--- config.mk ---
export PLATFORM = sky130hd
export DESIGN_NAME = array_set_insert_remove_query_unit
export DESIGN_NICKNAME = d
export VERILOG_FILES = /design/src/asiq_pkg.sv /design/src/asiq_mem.sv /design/src/asiq_ctrl.sv /design/src/array_set_insert_remove_query_unit.sv
export SDC_FILE = /design/constraint.sdc
export NUM_CORES = 2
export LEC_CHECK = 0
export CORE_UTILIZATION = 30
export DETAILED_ROUTE_END_ITERATION = 8
export DONT_BUFFER_PORTS = 1
export SLEW_MARGIN = 40
export SYNTH_ARGS = -nofsm -noshare
export SYNTH_HDL_FRONTEND = slang
export SYNTH_HIERARCHICAL = 1
export SYNTH_SLANG_ARGS = --single-unit
--- constraint.sdc ---
create_clock -name clk_i -period 9.6 [get_ports clk_i]
set_clock_uncertainty 0.05 [all_clocks]
set_input_delay 2.88 -clock clk_i [delete_from_list [all_inputs] [get_ports clk_i]]
set_output_delay 2.88 -clock clk_i [all_outputs]
set_load 0.01 [all_outputs]
--- src/asiq_pkg.sv ---
// shared constants for the array-backed key set
package asiq_pkg;

  localparam int unsigned CAPACITY_DEF = 64;
  localparam int unsigned KEY_BITS_DEF = 32;
  localparam int unsigned KEY_W        = 32;
  localparam int unsigned CMD_W        = 2;
  localparam int unsigned STATUS_W     = 2;
  localparam int unsigned ENTRIES_W    = 7;

  localparam logic [CMD_W-1:0] CMD_QUERY  = 2'd0;
  localparam logic [CMD_W-1:0] CMD_ADD    = 2'd1;
  localparam logic [CMD_W-1:0] CMD_REMOVE = 2'd2;

  localparam logic [STATUS_W-1:0] ST_DONE    = 2'd0;
  localparam logic [STATUS_W-1:0] ST_PRESENT = 2'd1;
  localparam logic [STATUS_W-1:0] ST_ABSENT  = 2'd2;
  localparam logic [STATUS_W-1:0] ST_FULL    = 2'd3;

endpackage

--- src/asiq_mem.sv ---
// simple dual-port key memory with registered read
module asiq_mem #(
  parameter int unsigned DEPTH = 64,
  parameter int unsigned WIDTH = 32,
  parameter int unsigned AW    = 6
) (
  input  logic             clk_i,
  input  logic             we_i,
  input  logic [AW-1:0]    waddr_i,
  input  logic [WIDTH-1:0] wdata_i,
  input  logic [AW-1:0]    raddr_i,
  output logic [WIDTH-1:0] rdata_o
);

  logic [WIDTH-1:0] mem_q [DEPTH];
  logic [WIDTH-1:0] rdata_q;

  always_ff @(posedge clk_i) begin
    if (we_i) begin
      mem_q[waddr_i] <= wdata_i;
    end
    rdata_q <= mem_q[raddr_i];
  end

  assign rdata_o = rdata_q;

endmodule

--- src/asiq_ctrl.sv ---
// search, append and shift-down sequencer with output register
module asiq_ctrl #(
  parameter int unsigned CAPACITY = 64,
  parameter int unsigned KEY_BITS = 32,
  parameter int unsigned AW       = 6,
  parameter int unsigned CW       = 7
) (
  input  logic                              clk_i,
  input  logic                              rst_ni,
  input  logic                              in_valid_i,
  output logic                              in_ready_o,
  input  logic [asiq_pkg::CMD_W-1:0]        cmd_i,
  input  logic [asiq_pkg::KEY_W-1:0]        key_i,
  output logic                              out_valid_o,
  input  logic                              out_ready_i,
  output logic [asiq_pkg::STATUS_W-1:0]     status_o,
  output logic                              present_o,
  output logic [asiq_pkg::ENTRIES_W-1:0]    entries_o,
  output logic                              mem_we_o,
  output logic [AW-1:0]                     mem_waddr_o,
  output logic [KEY_BITS-1:0]               mem_wdata_o,
  output logic [AW-1:0]                     mem_raddr_o,
  input  logic [KEY_BITS-1:0]               mem_rdata_i
);
  import asiq_pkg::*;

  localparam logic [1:0] S_IDLE   = 2'd0;
  localparam logic [1:0] S_SEARCH = 2'd1;
  localparam logic [1:0] S_SHIFT  = 2'd2;
  localparam logic [1:0] S_FINISH = 2'd3;

  logic [1:0]           state_q, state_d;
  logic [CW-1:0]        count_q, count_d;
  logic                 out_valid_q, out_valid_d;
  logic [CMD_W-1:0]     cmd_q, cmd_d;
  logic [KEY_BITS-1:0]  key_q, key_d;
  logic [AW-1:0]        idx_q, idx_d;
  logic [STATUS_W-1:0]  status_q, status_d;
  logic                 held_q, held_d;
  logic [STATUS_W-1:0]  out_status_q, out_status_d;
  logic                 out_present_q, out_present_d;
  logic [ENTRIES_W-1:0] out_entries_q, out_entries_d;

  logic [KEY_BITS-1:0]  key_m;
  logic [ENTRIES_W-1:0] entries_w;
  logic [CW:0]          idx_x;
  logic [CW:0]          count_x;
  logic                 hit;
  logic                 last;

  if (KEY_BITS <= KEY_W) begin : g_key_narrow
    assign key_m = key_i[KEY_BITS-1:0];
  end else begin : g_key_wide
    assign key_m = {{(KEY_BITS-KEY_W){1'b0}}, key_i};
  end

  if (CW >= ENTRIES_W) begin : g_ent_trunc
    assign entries_w = count_q[ENTRIES_W-1:0];
  end else begin : g_ent_ext
    assign entries_w = {{(ENTRIES_W-CW){1'b0}}, count_q};
  end

  assign idx_x   = (CW+1)'(idx_q);
  assign count_x = {1'b0, count_q};
  assign hit     = (count_q != '0) && (mem_rdata_i == key_q);
  assign last    = (idx_x + (CW+1)'(1)) >= count_x;

  always_comb begin
    state_d       = state_q;
    count_d       = count_q;
    cmd_d         = cmd_q;
    key_d         = key_q;
    idx_d         = idx_q;
    status_d      = status_q;
    held_d        = held_q;
    out_valid_d   = out_valid_q;
    out_status_d  = out_status_q;
    out_present_d = out_present_q;
    out_entries_d = out_entries_q;
    mem_we_o      = 1'b0;
    mem_waddr_o   = idx_q;
    mem_wdata_o   = mem_rdata_i;
    mem_raddr_o   = AW'(idx_x + (CW+1)'(1));

    if (out_valid_q && out_ready_i) begin
      out_valid_d = 1'b0;
    end

    case (state_q)
      S_IDLE: begin
        mem_raddr_o = '0;
        if (in_valid_i) begin
          cmd_d   = cmd_i;
          key_d   = key_m;
          idx_d   = '0;
          state_d = S_SEARCH;
        end
      end
      S_SEARCH: begin
        if (hit || last) begin
          held_d  = hit;
          state_d = S_FINISH;
          case (cmd_q)
            CMD_ADD: begin
              if (hit) begin
                status_d = ST_PRESENT;
              end else if (count_q >= CW'(CAPACITY)) begin
                status_d = ST_FULL;
              end else begin
                mem_we_o    = 1'b1;
                mem_waddr_o = AW'(count_q);
                mem_wdata_o = key_q;
                count_d     = count_q + 1'b1;
                status_d    = ST_DONE;
              end
            end
            CMD_REMOVE: begin
              if (!hit) begin
                status_d = ST_ABSENT;
              end else begin
                status_d = ST_DONE;
                if (!last) begin
                  state_d = S_SHIFT;
                end else begin
                  count_d = count_q - 1'b1;
                end
              end
            end
            default: begin
              status_d = hit ? ST_PRESENT : ST_ABSENT;
            end
          endcase
        end else begin
          idx_d = AW'(idx_x + (CW+1)'(1));
        end
      end
      S_SHIFT: begin
        mem_raddr_o = AW'(idx_x + (CW+1)'(2));
        mem_we_o    = 1'b1;
        mem_waddr_o = idx_q;
        mem_wdata_o = mem_rdata_i;
        if ((idx_x + (CW+1)'(2)) < count_x) begin
          idx_d = AW'(idx_x + (CW+1)'(1));
        end else begin
          count_d = count_q - 1'b1;
          state_d = S_FINISH;
        end
      end
      S_FINISH: begin
        if (!out_valid_q || out_ready_i) begin
          out_valid_d   = 1'b1;
          out_status_d  = status_q;
          out_present_d = held_q;
          out_entries_d = entries_w;
          state_d       = S_IDLE;
        end
      end
      default: begin
        state_d = S_IDLE;
      end
    endcase
  end

  always_ff @(posedge clk_i or negedge rst_ni) begin
    if (!rst_ni) begin
      state_q     <= S_IDLE;
      count_q     <= '0;
      out_valid_q <= 1'b0;
    end else begin
      state_q     <= state_d;
      count_q     <= count_d;
      out_valid_q <= out_valid_d;
    end
  end

  always_ff @(posedge clk_i) begin
    cmd_q         <= cmd_d;
    key_q         <= key_d;
    idx_q         <= idx_d;
    status_q      <= status_d;
    held_q        <= held_d;
    out_status_q  <= out_status_d;
    out_present_q <= out_present_d;
    out_entries_q <= out_entries_d;
  end

  assign in_ready_o  = (state_q == S_IDLE);
  assign out_valid_o = out_valid_q;
  assign status_o    = out_status_q;
  assign present_o   = out_present_q;
  assign entries_o   = out_entries_q;

endmodule

--- src/array_set_insert_remove_query_unit.sv ---
// top level of the array-backed key set with linear search
//
//  channel  direction  signals                          payload
//  in       input      in_valid_i / in_ready_o          cmd_i, key_i
//  out      output     out_valid_o / out_ready_i        status_o, present_o, entries_o
//
// one item at a time: accept it, compare the stored entries in turn until a
// match or the end, move each later entry down one place on a remove, then
// load the output register; entries are read through the single read port of
// the key memory
// reset clears the live count, the state and the output valid flag; the key memory needs no clearing
// a waiting result holds in the output register while the next item runs
module array_set_insert_remove_query_unit #(
  parameter int unsigned CAPACITY = asiq_pkg::CAPACITY_DEF,
  parameter int unsigned KEY_BITS = asiq_pkg::KEY_BITS_DEF
) (
  input  logic                           clk_i,
  input  logic                           rst_ni,
  input  logic                           in_valid_i,
  output logic                           in_ready_o,
  input  logic [asiq_pkg::CMD_W-1:0]     cmd_i,
  input  logic [asiq_pkg::KEY_W-1:0]     key_i,
  output logic                           out_valid_o,
  input  logic                           out_ready_i,
  output logic [asiq_pkg::STATUS_W-1:0]  status_o,
  output logic                           present_o,
  output logic [asiq_pkg::ENTRIES_W-1:0] entries_o
);
  import asiq_pkg::*;

  localparam int unsigned AW = (CAPACITY > 1) ? $clog2(CAPACITY) : 1;
  localparam int unsigned CW = $clog2(CAPACITY + 1);

  logic                mem_we;
  logic [AW-1:0]       mem_waddr;
  logic [KEY_BITS-1:0] mem_wdata;
  logic [AW-1:0]       mem_raddr;
  logic [KEY_BITS-1:0] mem_rdata;

  asiq_mem #(
    .DEPTH (CAPACITY),
    .WIDTH (KEY_BITS),
    .AW    (AW)
  ) u_mem (
    .clk_i   (clk_i),
    .we_i    (mem_we),
    .waddr_i (mem_waddr),
    .wdata_i (mem_wdata),
    .raddr_i (mem_raddr),
    .rdata_o (mem_rdata)
  );

  asiq_ctrl #(
    .CAPACITY (CAPACITY),
    .KEY_BITS (KEY_BITS),
    .AW       (AW),
    .CW       (CW)
  ) u_ctrl (
    .clk_i       (clk_i),
    .rst_ni      (rst_ni),
    .in_valid_i  (in_valid_i),
    .in_ready_o  (in_ready_o),
    .cmd_i       (cmd_i),
    .key_i       (key_i),
    .out_valid_o (out_valid_o),
    .out_ready_i (out_ready_i),
    .status_o    (status_o),
    .present_o   (present_o),
    .entries_o   (entries_o),
    .mem_we_o    (mem_we),
    .mem_waddr_o (mem_waddr),
    .mem_wdata_o (mem_wdata),
    .mem_raddr_o (mem_raddr),
    .mem_rdata_i (mem_rdata)
  );

endmodule
## Word level (Yosys, flattened, before mapping)

Memory sizes are Yosys's and may differ from the RTL's. A register that Yosys moved wholly into a read port is not among the register bits.
Cells that the tools add are included.

| word-level totals | value |
|---|---|
| output and inout bits | 12 |
| register bits | 63 |
| input port bits | 38 |
| bits in writable memories | 2048 |
| memories kept | 1 |
| logic and storage cells | 97 |

Memories:

| memory | depth | width | rd ports | clocked after Yosys merged registers in | write ports | line | source |
|---|---|---|---|---|---|---|---|
| u_mem.mem_q | 64 | 32 | 1 | 1 | 1 | asiq_mem.sv:15 | `logic [WIDTH-1:0] mem_q [DEPTH];` |

| cells by class | value |
|---|---|
| reduce and logical (&&, ||, !) cells | 15 |
| equal/unequal tests | 17 |
| add/subtract/negate cells | 4 |
| $lt $le $gt $ge | 3 |
| muxes and demuxes | 46 |

Operator list:

| operator | number |
|---|---|
| two-way mux 32 bit | 5 |
| two-way mux 6 bit | 8 |
| two-way mux 7 bit | 6 |
| equality test 32 bit | 1 |
| case mux 7 bit (2 select lines) | 2 |
| two-way mux 2 bit | 10 |
| case mux 6 bit (3 select lines) | 1 |
| case mux 6 bit (2 select lines) | 1 |
| two-way mux 1 bit | 10 |
| inequality test 3 x 2 -> 1 bit (second input constant) | 3 |
| >= comparator 8 x 7 -> 1 bit | 1 |
| < comparator 8 x 7 -> 1 bit | 1 |
| case mux 2 bit (4 select lines) | 1 |
| AND reduction 4 bit | 2 |
| AND reduction 8 bit | 1 |
| adder 6 x 1 -> 7 bit (second input constant) | 1 |
| adder 6 x 2 -> 7 bit (second input constant) | 1 |
| adder 7 x 1 -> 7 bit (second input constant) | 1 |
| >= comparator 7 bit (second input constant) | 1 |
| nonzero test 7 bit | 1 |
| subtractor 7 x 1 -> 7 bit (second input constant) | 1 |
| equality test 2 bit (second input constant) | 3 |
| inequality test 2 x 1 -> 1 bit (second input constant) | 3 |
| inequality test 2 bit (second input constant) | 3 |
| 11 further kinds | 17 |

## Depth between registers and ports, before layout

| depth | value |
|---|---|
| word-level depth | 8 |
| depth in mapped cells | 16 |

## Hierarchy

The synthesis kept the hierarchy.

Modules (own cells, without submodules):

| module | seq. area each (sq um) | area an instance (sq um) | instances | cells an instance |
|---|---|---|---|---|
| asiq_mem | 62139.6 | 78512.8 | 1 | 3324 |
| asiq_ctrl | 1841.8 | 3796.1 | 1 | 319 |

## Worst setup path after synthesis

No wires, ideal clock.

| path | value |
|---|---|
| path kind | flip-flop to flip-flop |
| start point | reg u_ctrl.idx_q[0] |
| end point | mem u_mem.mem_q[49][0] (enable) |
| required time | 9089 ps |
| data arrival time | 5492 ps |
| cell stages (with the launch flop) | 16 |
| path slack | 3597 ps |
| path buffers | 2 |
| library setup time | 461 ps |
| clock period less this slack | 6003 ps |
| path through | edfxtp_1 -> ha_1 -> nand3_1 -> xor2_1 -> inv_1 -> ha_1 -> o211ai_1 -> a22o_1 -> a31o_2 -> nor3_1 -> buf_2 -> mux2_1 -> clkbuf_1 -> nor2b_1 -> nand4_1 -> nor3_1 |

RTL lines:

| element | line | source |
|---|---|---|
| start: declaration | asiq_ctrl.sv:37 | `logic [AW-1:0] idx_q, idx_d;` |
| start signal: assignment | asiq_ctrl.sv:179 | `idx_q <= idx_d;` |
| adder 6 x 1 -> 7 bit | asiq_ctrl.sv:66 | `assign last = (idx_x + (CW+1)'(1)) >= count_x;` |
| >= comparator 8 x 7 -> 1 bit | asiq_ctrl.sv:66 |  |
| logical OR 1 bit | asiq_ctrl.sv:100 | `if (hit \|\| last) begin` |
| two-way mux 6 bit | asiq_ctrl.sv:100 |  |
| two-way mux 6 bit | asiq_ctrl.sv:89 | `case (state_q)` |
| named net mem_waddr[3] | array_set_insert_remove_query_unit.sv:35 | `logic [AW-1:0] mem_waddr;` |
| end: declaration | asiq_mem.sv:15 |  |

The timed path passes the listed nets, and every way through them passes these cells.

## Worst setup path in the final report

| path | value |
|---|---|
| start point | reg u_ctrl.idx_q[0] |
| end point | mem u_mem.mem_q[30][5] (enable) |

RTL lines:

| element | line |
|---|---|
| adder 6 x 1 -> 7 bit / two-way mux 6 bit (equally long branches) | asiq_ctrl.sv:66, asiq_ctrl.sv:107 |
| >= comparator 8 x 7 -> 1 bit / two-way mux 6 bit (equally long branches) | asiq_ctrl.sv:66, asiq_ctrl.sv:105 |
| logical OR 1 bit / two-way mux 6 bit (equally long branches) | asiq_ctrl.sv:100, asiq_ctrl.sv:103 |
| two-way mux 6 bit | asiq_ctrl.sv:100 |
| two-way mux 6 bit * | asiq_ctrl.sv:89 |
| named net mem_waddr[0] | array_set_insert_remove_query_unit.sv:35 |

The timed path passes the listed nets; every way through them passes the cells marked *.

==> results.md <==
- GPL Wtd Cong: a little under 0.9
- Pins over their slew limit: 0
- Vias per inst: 5.19
- Data arrival time of the critical path: around 6.3 ns
- Main combinational cell family by area after synthesis: multiplexers
- Number of flops mapped to enable cells by yosys: about 2100
- Rel. slew slack: a little over two fifths
- Syn Area/Cell: around 23 µm²
- Die area: around 280000 µm²
- Post-route minimum period: around 6 ns
- Mapped Area: 82300 µm²
- Max incr delay on CP: 0.53 ns
- Post_cts resized: 0
- Slew @ Worst Pin: approximately 0.86 ns
- Register area share after synthesis: between 70% and 80%
- Final ANT Viol Nets: 0
- Via count: around 39000
- PortBufs: 0
- Unrepaired setup endpoints after global routing: false
- Cell breakdown of the critical path: ha_1 > nand3_1 > xor2_1 > inv_1 > ha_1 > o211ai_1 > a22o_1 > a31o_2 > nor3_2 > buf_6 > o21ai_0 > nor2b_1 > nand3_1 > buf_4 > nor2_4 > buf_8
- Most common cell in the netlist: edfxtp_1
- Critical Path End Type: flip-flop
- Post-synth cell types: 56
- Required @ worst endpoint: 10.08 ns
- Min Hold Slack: 0.376 ns
- Clock transition at path regs: roughly 0.060 ns
- Top cells by area, synth: edfxtp_1, mux4_2, mux2i_1, dfxtp_1, nor2_1
- Number of H-tree levels: 4
- CP startpoint kind: flip-flop
- Drt wl/cell: about 28 µm
- Detailed Route WL: about 210000 µm
- CP max stage cell: edfxtp_1
- Xor/xnor share of the synthesized area: less than 1%
- Final core utilization: 35.0%
- Period utilisation layout: between 60 and 70%
- DP HPWL: roughly 120000 µm
- Post-synthesis mux area share: between 10% and 20%
- Post-CTS Hold Buffers: 0
- First-pass GRT wire length: around 300000 µm
- Synth Register Bits: between 2000 and 2500
- Synth top area share: about three quarters
- Layout Cell Area excl Fill: approximately 95000 µm²
- CTS tree: built
- Critical setup path kind: reg -> reg
- Vias in the first global route: roughly 39000
- Achievable Freq: ~170 MHz
- Hold/Removal Path Class: reg -> reg
- Die Ht: around 530 µm
- Clock Latency Late Sink: 0.84 ns
- Crit. path cell count: 16
- Initial antenna violation count: 42
- Share of cells above drive strength 1: between 20% and 30%
- Dpl cell area: 88300 µm²
- Syn Nets: roughly 3700
- Core box area: approximately 270000 µm²
- Num CTS Buffers: approximately 210
- Starting Density: 30.3%
- Std-Cell Rows: 191
- Max Cap Viol: 0
- Area Overhead vs Synth: 15.5%
- Synth Warn #: 6
- Initial drt markers: about 4600
- Total Routing Usage GR: 15.0%
- CP Buf/Inv Count: 4
- Final hold violation count: 0
- Cells after synthesis: roughly 3600
- Largest net degree at the start of global routing: 115
- Synth Flop Type: edfxtp_1
- Synth top cells by count: edfxtp_1, mux4_2, nor2_1
- Largest area contributor in the netlist: edfxtp_1
- Asr flop ratio synth: 0.467%
- Die X: ~530 µm
- Delay-heaviest family, CP: simple AND/OR/NAND/NOR gates
- CTS max path bufs: 3
- Synth Area in Simple Gates: 1.67%
- Number of detailed-routing iterations run before antenna repair: 5
- CP max FO: slightly above 40
- Final setup fails: 0
- Depth of the most critical reg-to-reg path: 16
- Setup Buffers After CTS: 0
- Nets@finish: roughly 3900
- Compound-Gate Fraction of Synth Area: under 10%
- Root buffer cell: clkbuf_16
- Top Ports: 50
- Status: complete, no violations
- Grt ovf: 0
- Drt drc: 0
- Hold path depth: 0
- Adder-cell share of the synthesized area: less than 1%
- Clock Sinks: roughly 2100
- Total negative slack: 0 ns
==> layout make-up <==
| cell class | instances | area (µm²) |
|---|---|---|
| multi-input cells | 1289 | 18300 |
| clock buffers | 286 | 5650 |
| diodes | 23 | 57.6 |
| repair buffers | 130 | 1790 |
| fillers | 24700 | 177000 |
| inverters | 20 | 75.1 |
| flip-flops and latches | 2143 | 64000 |
| clock inverters | 95 | 709 |
| well taps | 3570 | 4470 |
==> final timing paths <==
kind	start	to	slack, ns
setup / recovery	u_ctrl/idx_q[0]	u_mem/mem_q[30][5]	3.76
hold / removal	u_ctrl/status_q[0]	u_ctrl/status_o[0]	0.38
setup reg to reg	u_ctrl/idx_q[0]	u_mem/mem_q[30][5]	3.76
hold reg to reg	u_ctrl/status_q[0]	u_ctrl/status_o[0]	0.38
max in group asynchronous	rst_ni	u_ctrl/count_q[0]	7.74
min in group asynchronous	rst_ni	u_ctrl/state_q[1]	1.68
==> sequential cells by signal, summed over array words and instances (netlist names), 2 cells and up <==
signal and cells:
u_ctrl/entries_o 7, u_ctrl/idx_q 6, u_mem/mem_q 2048, u_ctrl/count_q 7, u_ctrl/state_q 2, u_ctrl/status_o 2, u_mem/rdata_o 32, u_ctrl/key_q 32
u_ctrl/status_q 2, u_ctrl/cmd_q 2
==> through the flow <==
step	worst slack (ns)	instances
detailed placement	3.79	7150
CTS	3.77	7531
global route	3.41	7546
global placement	3.56	7101
floorplan	3.60	3643
finish	3.76	7556
==> routing by layer <==
| layer | track usage, % | routed length, µm | share of wire [%] |
|---|---|---|---|
| met5 | 0 | 72 | 0.034 |
| met4 | 6.45 | 7680 | 3.6 |
| met3 | 2.84 | 17800 | 8.4 |
| met2 | 22.2 | 96500 | 46 |
| met1 | 21.6 | 89100 | 42 |
==> cells by family after synthesis <==
| logic type | count (synthesis) |
|---|---|
| and+or+nand+nor | 297 |
| adders and majority gates | 25 |
| DFF | 2143 |
| buffers and inverters | 211 |
| xor gates and xnor gates | 46 |
| muxes | 676 |
| AOI/OAI and AO/OA | 245 |
==> layout by cell type (no fill, tap or decap), types with 27 or more instances in the layout <==
cell type / Yosys / routed
edfxtp_1: 2101 / 2101
a21oi_1: 66 / 66
buf_4: 24 / 68
clkbuf_1: 85 / 68
clkbuf_16: 0 / 213
nor2_1: 149 / 86
mux2_8: 0 / 27
clkinv_1: 0 / 42
mux4_2: 544 / 544
nor2_4: 0 / 63
buf_16: 0 / 27
mux2i_1: 94 / 94
o22ai_1: 84 / 84
nand2_1: 45 / 41
o221ai_1: 27 / 27
dfxtp_1: 32 / 32
clkinv_2: 0 / 35
xnor2_1: 40 / 40
Power is not shown: default switching activity piles up to over one toggle a cycle in this logic, so the estimate is an artifact.
